===== src/hw/rtl/drgb_pkg.sv =====
// ----------------------------------------------------------------------------
// drgb_pkg
// Shared types and character codes for the decimal RGB triple parser.
// ----------------------------------------------------------------------------
package drgb_pkg;

  // Parse position within one line
  typedef enum logic [3:0] {
    PH_LEAD1  = 4'd0,
    PH_DIG1   = 4'd1,
    PH_TRAIL1 = 4'd2,
    PH_LEAD2  = 4'd3,
    PH_DIG2   = 4'd4,
    PH_TRAIL2 = 4'd5,
    PH_LEAD3  = 4'd6,
    PH_DIG3   = 4'd7,
    PH_DONE   = 4'd8
  } phase_e;

  // Line status reported with each result
  typedef enum logic [1:0] {
    ST_OK      = 2'd0,
    ST_INCOMPL = 2'd1,
    ST_BADNUM  = 2'd2,
    ST_COMMA   = 2'd3
  } status_e;

  localparam logic [7:0] CharNul   = 8'h00;
  localparam logic [7:0] CharTab   = 8'h09;
  localparam logic [7:0] CharSpace = 8'h20;
  localparam logic [7:0] CharComma = 8'h2C;
  localparam logic [7:0] CharZero  = 8'h30;
  localparam logic [7:0] CharNine  = 8'h39;

  localparam logic [7:0] AlphaReset = 8'd100;
  localparam logic [7:0] ByteMax    = 8'd255;

endpackage


===== src/hw/rtl/decimal_rgb_triple_parser.sv =====
// ----------------------------------------------------------------------------
// decimal_rgb_triple_parser
// Parses an "R,G,B" text line, one ASCII character per word, into a packed
// colour word with a status.
// ----------------------------------------------------------------------------
// Usage:
//   Slave stream carries one character per word in s_axis_tdata[7:0]; the
//   NUL character ends the line. Every non-NUL word only advances the parse
//   state and yields nothing. The NUL word yields one result word on the
//   master stream: bits 31:0 packed colour (alpha, red, green, blue from high
//   to low byte, zero on error), bits 33:32 status (ok, incomplete, bad
//   number, missing comma).
//   Throughput is one character per cycle while the result slot is free or
//   being emptied: the per-character step (classify, multiply the field
//   value by ten and add) sits between the parse state registers and the
//   result register. The result appears on the master side in the cycle
//   after the NUL word is taken.
//   When the receiver stalls with a result pending, the slave side drops
//   tready until the result is taken; a taking cycle frees the slot at once.
//   Reset clears the parse state, empties the result register and sets the
//   alpha byte to 100. The alpha byte is written via cfg_we_i / cfg_wdata_i.
// ----------------------------------------------------------------------------
module decimal_rgb_triple_parser
  import drgb_pkg::*;
(
  input  logic        clk_i,
  input  logic        rst_ni,
  // configuration: alpha_value
  input  logic        cfg_we_i,
  input  logic [7:0]  cfg_wdata_i,
  // input words: [7:0] char_code
  input  logic        s_axis_tvalid,
  output logic        s_axis_tready,
  input  logic [7:0]  s_axis_tdata,
  // result words: [31:0] packed_color, [33:32] parse_status, [39:34] zero
  output logic        m_axis_tvalid,
  input  logic        m_axis_tready,
  output logic [39:0] m_axis_tdata
);

  logic [7:0]  alpha_q;
  phase_e      phase_q, phase_d;
  logic [7:0]  acc_q, acc_d;
  logic [7:0]  red_q, red_d;
  logic [7:0]  green_q, green_d;
  status_e     err_q, err_d;
  logic        out_valid_q, out_valid_d;
  logic [31:0] out_color_q, out_color_d;
  status_e     out_status_q, out_status_d;

  logic        accept;
  logic        is_nul, is_blank, is_digit, is_comma;
  logic [11:0] acc_next;
  status_e     line_status;

  // Take a word whenever the result slot is free or being emptied
  assign s_axis_tready = !out_valid_q || m_axis_tready;
  assign accept        = s_axis_tvalid && s_axis_tready;

  // Classify the character
  assign is_nul   = (s_axis_tdata == CharNul);
  assign is_blank = (s_axis_tdata == CharSpace) || (s_axis_tdata == CharTab);
  assign is_digit = (s_axis_tdata >= CharZero) && (s_axis_tdata <= CharNine);
  assign is_comma = (s_axis_tdata == CharComma);

  // Field value times ten plus the new digit
  assign acc_next = {1'b0, acc_q, 3'b000} + {3'b000, acc_q, 1'b0}
                  + {8'h00, s_axis_tdata[3:0]};

  // Status at line end
  always_comb begin
    line_status = err_q;
    if (err_q == ST_OK) begin
      unique case (phase_q)
        PH_LEAD1, PH_LEAD2, PH_LEAD3:             line_status = ST_INCOMPL;
        PH_DIG1, PH_DIG2, PH_TRAIL1, PH_TRAIL2:   line_status = ST_COMMA;
        default:                                  line_status = ST_OK;
      endcase
    end
  end

  // Parse step and result formation
  always_comb begin
    phase_d      = phase_q;
    acc_d        = acc_q;
    red_d        = red_q;
    green_d      = green_q;
    err_d        = err_q;
    out_color_d  = out_color_q;
    out_status_d = out_status_q;
    out_valid_d  = out_valid_q && !m_axis_tready;

    if (accept) begin
      if (is_nul) begin
        // Emit the result and clear the line
        out_valid_d  = 1'b1;
        out_status_d = line_status;
        out_color_d  = (line_status == ST_OK) ?
                       {alpha_q, red_q, green_q, acc_q} : 32'h0;
        phase_d      = PH_LEAD1;
        acc_d        = '0;
        red_d        = '0;
        green_d      = '0;
        err_d        = ST_OK;
      end else if (err_q == ST_OK) begin
        unique case (phase_q)
          PH_LEAD1, PH_LEAD2, PH_LEAD3: begin
            if (is_digit) begin
              acc_d = {4'h0, s_axis_tdata[3:0]};
              unique case (phase_q)
                PH_LEAD1: phase_d = PH_DIG1;
                PH_LEAD2: phase_d = PH_DIG2;
                default:  phase_d = PH_DIG3;
              endcase
            end else if (!is_blank) begin
              err_d = ST_BADNUM;
            end
          end
          PH_DIG1, PH_DIG2: begin
            priority if (is_digit) begin
              if (acc_next > {4'h0, ByteMax}) err_d = ST_BADNUM;
              else                             acc_d = acc_next[7:0];
            end else if (is_blank) begin
              phase_d = (phase_q == PH_DIG1) ? PH_TRAIL1 : PH_TRAIL2;
            end else if (is_comma) begin
              acc_d = '0;
              if (phase_q == PH_DIG1) begin
                red_d   = acc_q;
                phase_d = PH_LEAD2;
              end else begin
                green_d = acc_q;
                phase_d = PH_LEAD3;
              end
            end else begin
              err_d = ST_COMMA;
            end
          end
          PH_TRAIL1, PH_TRAIL2: begin
            priority if (is_blank) begin
              phase_d = phase_q;
            end else if (is_comma) begin
              acc_d = '0;
              if (phase_q == PH_TRAIL1) begin
                red_d   = acc_q;
                phase_d = PH_LEAD2;
              end else begin
                green_d = acc_q;
                phase_d = PH_LEAD3;
              end
            end else begin
              err_d = ST_COMMA;
            end
          end
          PH_DIG3: begin
            if (is_digit) begin
              if (acc_next > {4'h0, ByteMax}) err_d = ST_BADNUM;
              else                             acc_d = acc_next[7:0];
            end else begin
              phase_d = PH_DONE;
            end
          end
          default: begin
            // Ignore the rest of the line
            phase_d = phase_q;
          end
        endcase
      end
    end
  end

  // Hold control state and the alpha byte
  always_ff @(posedge clk_i or negedge rst_ni) begin
    if (!rst_ni) begin
      alpha_q     <= AlphaReset;
      phase_q     <= PH_LEAD1;
      acc_q       <= '0;
      red_q       <= '0;
      green_q     <= '0;
      err_q       <= ST_OK;
      out_valid_q <= 1'b0;
    end else begin
      if (cfg_we_i) alpha_q <= cfg_wdata_i;
      phase_q     <= phase_d;
      acc_q       <= acc_d;
      red_q       <= red_d;
      green_q     <= green_d;
      err_q       <= err_d;
      out_valid_q <= out_valid_d;
    end
  end

  // Result payload
  always_ff @(posedge clk_i) begin
    out_color_q  <= out_color_d;
    out_status_q <= out_status_d;
  end

  assign m_axis_tvalid = out_valid_q;
  assign m_axis_tdata  = {6'b000000, out_status_q, out_color_q};

  // A line end always leaves a result pending
  a_nul_gives_result: assert property (@(posedge clk_i) disable iff (!rst_ni)
    accept && is_nul |=> out_valid_q)
    else $error("no result after line end");

  // A line end returns the parse to its start
  a_nul_clears: assert property (@(posedge clk_i) disable iff (!rst_ni)
    accept && is_nul |=> (phase_q == PH_LEAD1) && (err_q == ST_OK) && (acc_q == 8'h00))
    else $error("parse state not cleared after line end");

  // A failed line reports a zero colour
  a_err_zero: assert property (@(posedge clk_i) disable iff (!rst_ni)
    out_valid_q && (out_status_q != ST_OK) |-> (out_color_q == 32'h0))
    else $error("colour not zero on error status");

  // After an error, characters change nothing until the line end
  a_sticky: assert property (@(posedge clk_i) disable iff (!rst_ni)
    accept && !is_nul && (err_q != ST_OK)
    |=> $stable(phase_q) && $stable(acc_q) && $stable(err_q))
    else $error("parse state moved after an error");

  // A new result is only loaded into a free slot
  a_no_overwrite: assert property (@(posedge clk_i) disable iff (!rst_ni)
    out_valid_q && !m_axis_tready |-> !accept)
    else $error("word taken while result slot is full");

endmodule

===== config.mk =====
export PLATFORM = sky130hd
export DESIGN_NAME = decimal_rgb_triple_parser
export DESIGN_NICKNAME = d
export VERILOG_FILES = /design/src/hw/rtl/drgb_pkg.sv /design/src/hw/rtl/decimal_rgb_triple_parser.sv
export SDC_FILE = /design/constraint.sdc
export NUM_CORES = 1
export LEC_CHECK = 0
export ABC_CLOCK_PERIOD_IN_PS = 4000
export BUFFER_PORTS_ARGS = -buffer_cell sky130_fd_sc_hd__buf_2
export CAP_MARGIN = 15
export CORE_MARGIN = 2
export CORE_UTILIZATION = 30
export DETAILED_ROUTE_END_ITERATION = 7
export GPL_TIMING_DRIVEN = 0
export REMOVE_ABC_BUFFERS = 1
export SLEW_MARGIN = 5
export SYNTH_ARGS = -nofsm -noshare
export SYNTH_HDL_FRONTEND = slang
export SYNTH_SLANG_ARGS = --single-unit

===== constraint.sdc =====
create_clock -name clk_i -period 4 [get_ports clk_i]
set_clock_uncertainty 0.05 [all_clocks]
set_input_delay 1.2 -clock clk_i [delete_from_list [all_inputs] [get_ports clk_i]]
set_output_delay 1.2 -clock clk_i [all_outputs]
set_load 0.01 [all_outputs]

# Yosys cells after proc, flatten, opt, wreduce, memory -nomap -nowiden
# Cells that the tools add are included.
dict set report classes {
  n_addsub 2
  order_cmp 3
  n_eq_ne 25
  mux 57
  n_reduce_logical 24
}
# operator count
set ops {}
lappend ops {{two-way mux 8 bit} 26}
lappend ops {{inequality test 3 bit, second input constant} 14}
lappend ops {{two-way mux 4 bit} 9}
lappend ops {{one-hot mux 8 bit (2 select lines)} 2}
lappend ops {{one-hot mux 8 bit (4 select lines)} 1}
lappend ops {{two-way mux 2 bit} 10}
lappend ops {{AND reduction 10 bit} 2}
lappend ops {{== test 4 x 3 -> 1 bit, second input constant} 4}
lappend ops {{== test 8 x 6 -> 1 bit, second input constant} 2}
lappend ops {{one-hot mux 4 bit (4 select lines)} 1}
lappend ops {{adder 11 x 9 -> 12 bit} 1}
lappend ops {{adder 12 x 4 -> 12 bit} 1}
lappend ops {{> comparator 12 x 8 -> 1 bit, second input constant} 1}
lappend ops {{two-way mux 3 bit} 3}
lappend ops {{AND reduction 9 bit} 1}
lappend ops {{== test 4 x 2 -> 1 bit, second input constant} 2}
lappend ops {{== test 8 x 4 -> 1 bit, second input constant} 1}
lappend ops {{greater-or-equal comparator 8 x 6 -> 1 bit, second input constant} 1}
lappend ops {{less-or-equal comparator 8 x 6 -> 1 bit, second input constant} 1}
lappend ops {{logical NOT 8 bit} 1}
lappend ops {{one-hot mux 2 bit (4 select lines)} 1}
lappend ops {{one-hot mux 3 bit (2 select lines)} 1}
lappend ops {{AND reduction 6 bit} 1}
lappend ops {{AND reduction 5 bit} 1}
lappend ops {{other kinds (16)} 23}
dict set report word_totals {
  register_bits 73
  output_inout_bits 42
  elab_cells 120
}

# Longest topological paths before layout
dict set report logic_depth {
  depth_word 8
  depth_mapped 10
  ltp_nobuf 10
}

# Worst setup path before layout
# OpenSTA, ideal clock, no wires.
dict set report synth_timing {
  path_kind {input to register}
  start {in s_axis_tdata[1]}
  end {reg out_color_q[0], enable pin}
  setup_time_ns 0.425
  t_arrival_ns 3.888
  required_time_ns 3.525
  setup_slack_ns -0.363
  stages 5
  cell_sequence {or4_4 or3_1 buf_2 clkbuf_1 nor2_1}
}
dict set report synth_between {
  elab_chain_len 2
}
# item line
set synth_lines {}
lappend synth_lines {{from (decl)} decimal_rgb_triple_parser.sv:34} ;# input logic [7:0] s_axis_tdata,
lappend synth_lines {{logical NOT 8 bit} decimal_rgb_triple_parser.sv:61} ;# assign is_nul = (s_axis_tdata == CharNul);
lappend synth_lines {{AND reduction 2 bit (no line)} --}
lappend synth_lines {{to (signal assigned)} decimal_rgb_triple_parser.sv:194} ;# out_color_q <= out_color_d;
lappend synth_lines {{to (decl)} decimal_rgb_triple_parser.sv:48} ;# logic [31:0] out_color_q, out_color_d;
# No other way between the ends.
# A chain may end at the register's enable or synchronous reset.

# Worst setup path in the final report
dict set report layout_timing {
  start {in s_axis_tdata[3]}
  end {reg acc_q[4]}
}
dict set report layout_between {
  elab_chain_len 7
}
# item line
set layout_lines {}
lappend layout_lines {{adder 12 x 4 -> 12 bit, or another cell as far along} decimal_rgb_triple_parser.sv:68} ;# + {8'h00, s_axis_tdata[3:0]};
lappend layout_lines {{> comparator 12 x 8 -> 1 bit, or another cell as far along} {decimal_rgb_triple_parser.sv:121, decimal_rgb_triple_parser.sv:156}}
lappend layout_lines {{two-way mux 8 bit (on tied branches)} --}
lappend layout_lines {{two-way mux 8 bit (on tied branches)} {decimal_rgb_triple_parser.sv:155, decimal_rgb_triple_parser.sv:120}}
lappend layout_lines {{one-hot mux 8 bit (4 select lines)} decimal_rgb_triple_parser.sv:106} ;# unique case (phase_q)
lappend layout_lines {{two-way mux 8 bit} decimal_rgb_triple_parser.sv:105} ;# end else if (err_q == ST_OK) begin
lappend layout_lines {{two-way mux 8 bit} decimal_rgb_triple_parser.sv:94} ;# if (is_nul) begin
lappend layout_lines {{to (signal assigned)} decimal_rgb_triple_parser.sv:176} ;# acc_q <= '0;
lappend layout_lines {{to (signal assigned)} decimal_rgb_triple_parser.sv:184} ;# acc_q <= acc_d;
lappend layout_lines {{to (decl)} decimal_rgb_triple_parser.sv:43} ;# logic [7:0] acc_q, acc_d;
# Parallel ways exist; a longest one is shown, timed or not. The select of a mux whose other input is x is not followed.

==> results.py <==
metrics = {
    "die": {
        "dieArea_sq_mm": 0.0139,
        "fp.dieH_um": 118,
        "io_pins": 63,
        "row_count": 41,
        "core_sq_mm": 0.0127,
        "die_x_um": 118,
        "start_util_pct": 30.8,
    },
    "cts": {
        "clk_latency_ps": 330,
        "numCtsBuffers": 9,
        "clock_sinks": 73,
        "h-tree-depth": 3,
        "cts_buffer_depth": 2,
        "cts_tree": "built",
        "root_buffer": "clkbuf_16",
        "clk_pin_slew_ps": 50,
        "cts_hold_buffers": 0,
    },
    "global_routing": {
        "grt_pass1_vias": 2695,
        "top_usage_layer": "met2",
        "grt_overflow_total": 0,
        "met2_usage_pct": 18.7,
        "grt_start_max_net_pins": 40,
        "track_usage_pct": 11.8,
        "antenna_found_initial": 0,
        "grt_pass1_wl_mm": 13.2,
        "use_met3_pct": 3.10,
        "grtUsageMet1_pct": 15.4,
    },
    "critical_path": {
        "reg2regPathDepth": 9,
        "cp-start-kind": "primary input",
        "r2r_slack_ps": 640,
        "cp-end-kind": "flop",
        "cpPeakStageDelay_ps": 510,
        "r2r-end": "acc_q[4]$_DFFE_PN0P_",
        "path_class": "in -> reg",
        "r2r_start": "acc_q[0]$_DFFE_PN0P_",
        "crit_slowest_cell": "fa_1",
        "cp_top_family": "compound AO/OA/AOI/OAI gates",
        "crit_fanout": 7,
        "cp.required_ps": 4160,
        "path_buf_inv": 1,
        "critical_path.cell_chain": "buf_2 > fa_1 > fa_2 > a211oi_4 > or4b_2 > nand4_1 > o31ai_1 > o211ai_1 > a311o_1 > a22o_1",
        "cp.arrival_ps": 4050,
        "crit_start": "s_axis_tdata[3]",
    },
    "status": {
        "status": "completed",
    },
    "yosys": {
        "yosys_most_used_dff": "dfrtp_1",
        "yosys_register_bits": 73,
        "synth-edff-count": 34,
        "synth_cells": 329,
        "ys_seq_area_share_pct": 51.3,
        "avgSynthCellArea_sq_um": 11.9,
        "syn-cell-area_sq_mm": 0.00390,
        "synthArstFlopShare_pct": 53.4,
        "synth_cell_types": 62,
        "yosys_warnings": 0,
    },
    "routing": {
        "drt_iter0_markers": 185,
        "drt_pre_antenna_iters": 4,
        "vias": 2760,
        "vias_per_cell": 4.90,
        "ant_nets": 0,
        "routedWlPerCell_um": 13.8,
        "drc": 0,
        "drt-total-wl_mm": 7.75,
    },
    "timing": {
        "relSlewSlack_pct": 39.0,
        "layout_min_cycle_time_ps": 3890,
        "fin_crit_sh_pct": 97.2,
        "finalSetupViolations": 0,
        "finalHoldViolCount": 0,
        "finalMaxSlewViolations": 0,
        "max_slew.worst_pin.slew_ps": 912,
        "fmax_mhz": 257,
        "holdWs_ps": 446,
    },
    "min_path": {
        "min_from": "alpha_q[0]$_DFFE_PN0P_",
        "worstHoldPathCells": 1,
        "hold_path_class": "reg -> reg",
        "whs_endpoint": "alpha_q[0]$_DFFE_PN0P_",
    },
    "placement": {
        "hpwlAfterDp_mm": 5.68,
        "dp_cells": 545,
        "gp_congestion": 0.832,
        "io_buffer_count": 56,
    },
    "finish": {
        "final_cells": 563,
        "seqCellArea_sq_mm": 0.00200,
        "drive_gt1_share_pct": 30.7,
        "multiInputGateArea_sq_mm": 0.00185,
        "area_delta_synth_final_pct": 19.5,
        "final_nets": 425,
        "num-fill-cells": 1255,
        "diodes": 0,
        "final_cell_mix": "buf_2 (56), and2_1 (42), dfrtp_1 (36)",
        "layout_commonest_cell": "buf_2",
    },
    "pwr": {
        "power_leakage_nw": 2.12,
        "p_per_area_mw_per_mm2": 336,
        "ir_worst_vdd_v": 0.000168,
    },
    "job": {
        "cap_violations": 0,
    },
}
==> flip-flops by register name (all words and copies together), names as in the netlist <==
name           flops
red_q              8
acc_q              8
alpha_q            8
m_axis_tvalid      1
phase_q            4
err_q              2
out_status_q       2
out_color_q       32
green_q            8
==> synth_stat cells, drive strengths merged, types with 4 or more instances <==
cell type	n	share of area (%)
inv	8	0.77
nand2b	4	0.64
nand2	11	1.1
clkbuf	8	0.77
a211o	5	1.1
or4	4	0.87
o21ai	14	1.8
dfrtp	36	23
nor2	16	2.0
edfxtp	34	26
mux2	24	6.9
a211oi	8	1.9
and2	42	6.7
ha	16	5.1
nor3	8	1.4
a31oi	5	0.80
buf	9	1.5
xor2	4	0.90
a21oi	14	1.8
==> stage by stage <==
stage	worst slack (ps)	cell area, sq um	power, mW	TNS (ps)	utilization [%]
after floorplan	-258	3830	0.835	-8870	-
after global placement	-1150	4330	0.862	-42480	34.1
after detailed placement	-572	4350	0.864	-3920	34.3
after CTS	23.2	4640	1.59	0	36.6
after global routing	-18.1	4660	1.63	-22.8	36.8
final	112	4660	1.57	0	36.8
==> layout make-up <==
cell class                 instances  area share [%]
clock buffer                      11            5.21
clock inverter                     5           0.671
inverter                           8           0.644
multi-input combinational        236            39.6
sequential                        73            42.9
tap                              172            4.62
timing repair buffer              58            6.33
==> how the worst max path moves through the flow <==
stage | end | slack [ps] | cells after the start
after floorplan | out_color_q[0]$_SDFFCE_PP0P_ | -260 | 3
after global placement | out_color_q[6]$_SDFFCE_PP0P_ | -1150 | 4
after CTS | acc_q[6]$_DFFE_PN0P_ | 20 | 10
final | acc_q[4]$_DFFE_PN0P_ | 110 | 10
after global routing | acc_q[4]$_DFFE_PN0P_ | -20 | 10
after detailed placement | acc_q[6]$_DFFE_PN0P_ | -570 | 10
==> what timing repair did <==
action	in CTS	in global routing
pin swaps	3	9
resized for setup	3	4
endpoints found under the setup margin	5	7
setup buffers	1	1
==> worst reg2reg max path, delay by kind of cell (launching register included) <==
family,cells,cell delay [ps]
AOI/OAI and AO/OA,5,1460
adders and majority gates,2,980
DFF,1,460
and+or+nand+nor,2,290
==> routing by layer <==
metal	part of all wire (%)	vias up
met1	45	1328
met3	5.4	14
met4	2.3	0
met2	47	73
met5	0	-
li1	-	1345
==> logic make-up (layout without fill, tap and decap cells) <==
family,count (synthesis),in the layout,synth area share [%]
simple gates,102,102,15.9
xor+xnor,5,5,1.12
fa+ha+maj,19,19,6.42
buf+inv,25,82,3.05
other cells,1,6,0.0962
mux,25,25,7.19
flops,73,73,51.3
compound gates,79,79,15.0
==> power breakdown <==
group	total (mW)	switching, mW	internal, mW
sequential	0.796	0.00416	0.792
combinational	0.0532	0.0314	0.0218
clock	0.716	0.281	0.435
No activity file was read; power rests on OpenSTA's default activity.
